**config.mk**
```make
export PLATFORM = sky130hd
export DESIGN_NAME = cnm_score
export DESIGN_NICKNAME = d
export VERILOG_FILES = /design/src/design/cnm_pkg.sv /design/src/design/cnm_score.sv
export SDC_FILE = /design/constraint.sdc
export NUM_CORES = 1
export LEC_CHECK = 0
export BUFFER_PORTS_ARGS = -buffer_cell sky130_fd_sc_hd__buf_2
export CAP_MARGIN = 20
export CORE_MARGIN = 2
export CORE_UTILIZATION = 40
export CTS_CLUSTER_DIAMETER = 100
export DETAILED_ROUTE_END_ITERATION = 10
export GPL_TIMING_DRIVEN = 0
export PLACE_DENSITY = 0.58
export SYNTH_ARGS = -nofsm -noshare
export SYNTH_HDL_FRONTEND = slang
export SYNTH_SLANG_ARGS = --single-unit
```
**constraint.sdc**
```tcl
create_clock -name clock -period 18.1 [get_ports clock]
set_input_delay 2.715 -clock clock [delete_from_list [all_inputs] [get_ports clock]]
set_output_delay 2.715 -clock clock [all_outputs]
set_load 0.005 [all_outputs]
```
**src/design/cnm_pkg.sv**
```systemverilog
// cnm_pkg: shared constants, state types and the score status struct
// for the cosine nearest match block; no dependencies
`timescale 1ns / 1ps

package cnm_pkg;

   localparam int TABLE_DEPTH_DEF   = 64;
   localparam int VECTOR_LENGTH_DEF = 128;
   localparam int ELEMENT_WIDTH_DEF = 16;

   localparam int THRESH_WIDTH = 15;
   localparam int LIMIT_WIDTH  = 7;
   localparam int CSR_WIDTH    = 15;
   localparam int SCORE_WIDTH  = 16;
   localparam int COUNT_WIDTH  = 32;

   // 0.001 at 24 fraction bits
   localparam int NORM_FLOOR = 16777;

   localparam logic [THRESH_WIDTH-1:0] DEFAULT_THRESHOLD = 15'd22938;
   localparam logic [LIMIT_WIDTH-1:0]  LIMIT_RESET       = 7'd64;

   localparam logic CSR_THRESHOLD = 1'b0;
   localparam logic CSR_LIMIT     = 1'b1;

   localparam logic MODE_ENROLL = 1'b0;
   localparam logic MODE_QUERY  = 1'b1;

   typedef enum logic [3:0] {
      ST_IDLE,
      ST_FILL,
      ST_ROW,
      ST_RD,
      ST_DOT,
      ST_NA,
      ST_NB,
      ST_START,
      ST_WAIT,
      ST_CNT_RD,
      ST_CNT_WR,
      ST_DONE
   } state_type;

   typedef enum logic [2:0] {
      SC_IDLE,
      SC_MUL,
      SC_SQRT,
      SC_PRE,
      SC_DIV,
      SC_FIN,
      SC_DONE
   } score_state_type;

   typedef struct packed {
      logic                          done;
      logic signed [SCORE_WIDTH-1:0] score;
   } score_stat_type;

endpackage

```
**src/design/cnm_score.sv**
```systemverilog
// cnm_score: turns dot product and two norms into a Q1.15 cosine score
// with a bit-serial multiply, digit-serial square root and divide; uses cnm_pkg
`timescale 1ns / 1ps

module cnm_score import cnm_pkg::*; #(
   parameter int NORM_WIDTH = 2 * ELEMENT_WIDTH_DEF + $clog2(VECTOR_LENGTH_DEF)
) (
   input  logic                        clock,
   input  logic                        reset,
   input  logic                        start,
   input  logic signed [NORM_WIDTH:0]  dot,
   input  logic [NORM_WIDTH-1:0]       na,
   input  logic [NORM_WIDTH-1:0]       nb,
   output score_stat_type              stat
);

   localparam int NW  = NORM_WIDTH;
   localparam int CTW = $clog2(NW + 1);

   score_state_type sst_ff, sst_in;

   logic [NW-1:0]          a_ff, a_in;
   logic [NW-1:0]          b_ff, b_in;
   logic [2*NW-1:0]        p_ff, p_in;
   logic [NW+2:0]          rem_ff, rem_in;
   logic [NW-1:0]          root_ff, root_in;
   logic [NW:0]            rd_ff, rd_in;
   logic [NW-1:0]          mag_ff, mag_in;
   logic                   neg_ff, neg_in;
   logic [SCORE_WIDTH-1:0] q_ff, q_in;
   logic [CTW-1:0]         cnt_ff, cnt_in;
   logic signed [SCORE_WIDTH-1:0] score_ff, score_in;

   logic            low_norm;
   logic [NW:0]     dot_abs;
   logic [NW+2:0]   rem_shift;
   logic [NW+2:0]   trial;
   logic [NW:0]     div_sub;
   logic            div_ge;
   logic            last_step;
   logic            last_div;

   assign low_norm  = (na < NW'(NORM_FLOOR)) || (nb < NW'(NORM_FLOOR));
   assign dot_abs   = dot[NW] ? (NW+1)'(-dot) : $unsigned(dot);
   assign rem_shift = {rem_ff[NW:0], p_ff[2*NW-1 -: 2]};
   assign trial     = {1'b0, root_ff, 2'b01};
   assign div_ge    = rd_ff >= {1'b0, root_ff};
   assign div_sub   = rd_ff - {1'b0, root_ff};
   assign last_step = cnt_ff == CTW'(NW - 1);
   assign last_div  = cnt_ff == CTW'(SCORE_WIDTH - 1);

   // next state
   always_comb begin
      sst_in = sst_ff;
      case (sst_ff)
         SC_IDLE: begin
            if (start) sst_in = low_norm ? SC_DONE : SC_MUL;
         end
         SC_MUL:  if (last_step) sst_in = SC_SQRT;
         SC_SQRT: if (last_step) sst_in = SC_PRE;
         SC_PRE:  sst_in = (root_ff == '0) ? SC_DONE : SC_DIV;
         SC_DIV:  if (last_div) sst_in = SC_FIN;
         SC_FIN:  sst_in = SC_DONE;
         SC_DONE: sst_in = SC_IDLE;
         default: sst_in = SC_IDLE;
      endcase
   end

   // datapath
   always_comb begin
      a_in     = a_ff;
      b_in     = b_ff;
      p_in     = p_ff;
      rem_in   = rem_ff;
      root_in  = root_ff;
      rd_in    = rd_ff;
      mag_in   = mag_ff;
      neg_in   = neg_ff;
      q_in     = q_ff;
      cnt_in   = cnt_ff;
      score_in = score_ff;
      case (sst_ff)
         SC_IDLE: begin
            if (start) begin
               a_in     = na;
               b_in     = nb;
               p_in     = '0;
               cnt_in   = '0;
               mag_in   = NW'(dot_abs);
               neg_in   = dot[NW];
               score_in = '0;
            end
         end
         SC_MUL: begin
            // msb-first shift and add
            p_in   = (p_ff << 1) + (b_ff[NW-1] ? (2*NW)'(a_ff) : '0);
            b_in   = b_ff << 1;
            cnt_in = last_step ? '0 : cnt_ff + 1'b1;
            if (last_step) begin
               rem_in  = '0;
               root_in = '0;
            end
         end
         SC_SQRT: begin
            // one root bit per step, two product bits consumed
            if (rem_shift >= trial) begin
               rem_in  = rem_shift - trial;
               root_in = {root_ff[NW-2:0], 1'b1};
            end else begin
               rem_in  = rem_shift;
               root_in = {root_ff[NW-2:0], 1'b0};
            end
            p_in   = p_ff << 2;
            cnt_in = last_step ? '0 : cnt_ff + 1'b1;
         end
         SC_PRE: begin
            rd_in    = {1'b0, mag_ff};
            q_in     = '0;
            cnt_in   = '0;
            score_in = '0;
         end
         SC_DIV: begin
            // magnitude never exceeds the root, so the quotient fits
            q_in   = {q_ff[SCORE_WIDTH-2:0], div_ge};
            rd_in  = (div_ge ? div_sub : rd_ff) << 1;
            cnt_in = cnt_ff + 1'b1;
         end
         SC_FIN: begin
            if (neg_ff) begin
               score_in = SCORE_WIDTH'(-$signed({1'b0, q_ff}));
            end else if (q_ff[SCORE_WIDTH-1]) begin
               score_in = {1'b0, {(SCORE_WIDTH-1){1'b1}}};
            end else begin
               score_in = $signed(q_ff);
            end
         end
         default: begin
         end
      endcase
   end

   always_ff @(posedge clock) begin
      if (reset) begin
         sst_ff <= SC_IDLE;
      end else begin
         sst_ff <= sst_in;
      end
      a_ff     <= a_in;
      b_ff     <= b_in;
      p_ff     <= p_in;
      rem_ff   <= rem_in;
      root_ff  <= root_in;
      rd_ff    <= rd_in;
      mag_ff   <= mag_in;
      neg_ff   <= neg_in;
      q_ff     <= q_in;
      cnt_ff   <= cnt_in;
      score_ff <= score_in;
   end

   assign stat.done  = sst_ff == SC_DONE;
   assign stat.score = score_ff;

endmodule
```
==> metrics.cfg <==
[run_status]
outcome = finished, final reports clean

[critical_path]
startpoint_type = input port
r2r_slack_ns = 13.28
cp-end-kind = flop
rr_startpoint = b_ff[38]
crit_start = dot[3]
worstPathRequired_ns = 18.41
arrival_ns = 5.32
cp_max_fo = 7
path_class = input port to flop

[timing]
timing.hold.ws_ns = 0.505
clock_skew_ns = 0.0275
fin_setup_tns_ns = 0
setup_viol = 0
hold_viol = 0
grt_setup_unrepaired = false
worstMarginPinSlew_ns = 0.890
fmax_mhz = 199
layout_min_cycle_time_ns = 5.01
maxSlewHeadroom = 0.407
fin_crit_sh = 0.277
drv_slew = 0

[clock_network]
cts_tree = done
cts-hold-fix-buffers = 0
htreeDepth = 2
cts_buffer_depth = 3
clk-insertion-delay-late_ns = 0.58
post_cts_resized = 0
postCtsSetupRepairBufs = 0
cts-buffers-inserted = 41
clk_pin_slew_worst_paths_ns = 0.06
cts_sinks = 356
cts_root_buf = clkbuf_16

[detailed_routing]
finalWirelength_mm = 59.4
drtPass1Iterations = 7
post-route-drc-count = 0
wl_per_cell_um = 17.5
ant_nets = 0
via_per_inst = 5.48
drt_iter0_markers = 1361
vias = 18600

[place]
placed_cell_area_um2 = 24800
gp_congestion = 0.911
port_buffers = 137
post-dp-hpwl_mm = 45.6

[logic_synthesis]
yosysTopAreaCell = edfxtp_1
synthArstFlopShare = 0
yosys_warnings = 0
synth_cells = 2411
yosysTopAreaCellShare = 0.462
ys_seq_area_frac = 0.465
syn-cell-area_um2 = 22900
syn-num-nets = 2656
synth.area.top_cells = edfxtp_1 (46%), ha_1 (6.7%), nand2_1 (6.0%)
synth.top_cells.by_count = nand2_1 (364), edfxtp_1 (353), nor2_1 (220), o21ai_0 (172), a21oi_1 (167)
synth_edf_count = 353
ys_seq_elements = 356
ys.flop_type = edfxtp_1
yosysUniqueCellTypes = 77
synth_area_per_cell_um2 = 9.52
yosysMostFrequentCell = nand2_1

[power_and_ir_drop]
p_seq_frac = 0.347
p_comb_frac = 0.440
p_per_area_nw_per_um2 = 158
finalPower_mw = 4.14
pwr-share-clk = 0.212
ir_worst_vdd_v = 0.0000817
intPower_mw = 2.49
p_leak_nw = 10.3
p_sw_frac = 0.397
netSwitchingPower_mw = 1.64

[cells_and_area]
diodes = 0
final_area_um2 = 26200
area_growth_pct = 14.4
fin_nets = 2853
drive_above_1_share = 0.0936

[global_routing]
grt_pass1_wl_mm = 94.5
met2_usage = 0.323
gr-total-overflow = 0
grt_pass1_vias = 18200
use_met1 = 0.269
busiest_layer = met2
grt_use_met3 = 0.0263
track_usage = 0.196
antenna_found_initial = 1
grt_start_max_net_pins = 40

[flow_run]
maxCapViolCount = 0

[floorplan]
dieWidth_um = 244
io_pins = 138
dieArea_um2 = 59300
initial_core_util = 0.405
die_h_um = 244
rows = 87
design.core.area_um2 = 56600

[worst_hold_path]
hold_class = flop to flop
hp-start = b_ff[23]

==> state kept, by name, indices dropped and copies added, names as in the netlist <==
| signal | flops |
|---|---|
| a_ff | 39 |
| b_ff | 39 |
| cnt_ff | 6 |
| mag_ff | 39 |
| neg_ff | 1 |
| p_ff | 78 |
| q_ff | 16 |
| rd_ff | 40 |
| rem_ff | 40 |
| root_ff | 39 |
| score_ff | 16 |
| sst_ff | 3 |
==> cell usage in the layout (no fill, tap or decap), drive strengths merged, types with 38 or more instances in the layout <==
master,n
nand3,43
nor2,220
nor3,40
o21ai,179
nand4,40
ha,122
mux2i,38
a21oi,168
edfxtp,353
and2,52
clkbuf,149
nand2,364
xnor2,94
inv,86
xor2,76
a21o,64
buf,165
==> metal layers <==
metal	share of wire	wire length, um	vias to the layer above
met4	0.025	1460	2
met3	0.046	2700	86
met2	0.46	27400	401
met1	0.47	27700	8898
li1	-	-	9239
met5	0.00019	11	-
==> final cells by class <==
class                      count  area [um^2]
sequential                   356        10700
clock inverter                22          313
clock buffer                  53         1100
tap                          756          946
timing repair buffer         154          897
buffer                       107          407
multi-input combinational   1863        11600
inverter                      85          319
fill                        5454        30400
==> power by group through the flow <==
stage / Clock [mW] / Sequential, mW / Combinational [mW]
after CTS: 0.903 / 1.44 / 1.82
final: 0.879 / 1.44 / 1.82
after global placement: 0 / 1.52 / 1.74
after floorplan: 0 / 1.45 / 1.32
after detailed placement: 0 / 1.45 / 1.81
after global routing: 0.933 / 1.47 / 2.04
==> worst max-delay path, cell delays in order <==
cell     delay [ns]
buf_2          0.12
or4_1          0.53
or2_2          0.31
or4_1          0.55
o21ai_1        0.31
nand2_1        0.16
a21oi_2        0.33
nand2_1        0.12
xor2_1         0.16
==> path summary, 6_finish.rpt <==
check / end / depth (start not counted)
setup / recovery: mag_ff[33] / 9
hold / removal: b_ff[24] / 2
setup reg to reg: p_ff[77] / 15
hold reg to reg: b_ff[24] / 2
==> logic make-up after synthesis <==
family	after synthesis	share of synthesized area
fa+ha+maj	124	0.0683
buf+inv	192	0.0316
simple gates	914	0.184
flops	356	0.465
compound gates	616	0.169
mux	39	0.0171
xor+xnor	170	0.0649
==> stage by stage <==
step,util,instances,setup slack [ns]
global route,0.464,3396,12.87
CTS,0.464,3396,13.02
finish,0.464,3396,13.09
detailed placement,0.439,3321,12.53
floorplan,-,2411,5.56
global placement,0.434,3304,1.62
Power figures use the tool's default switching activity.
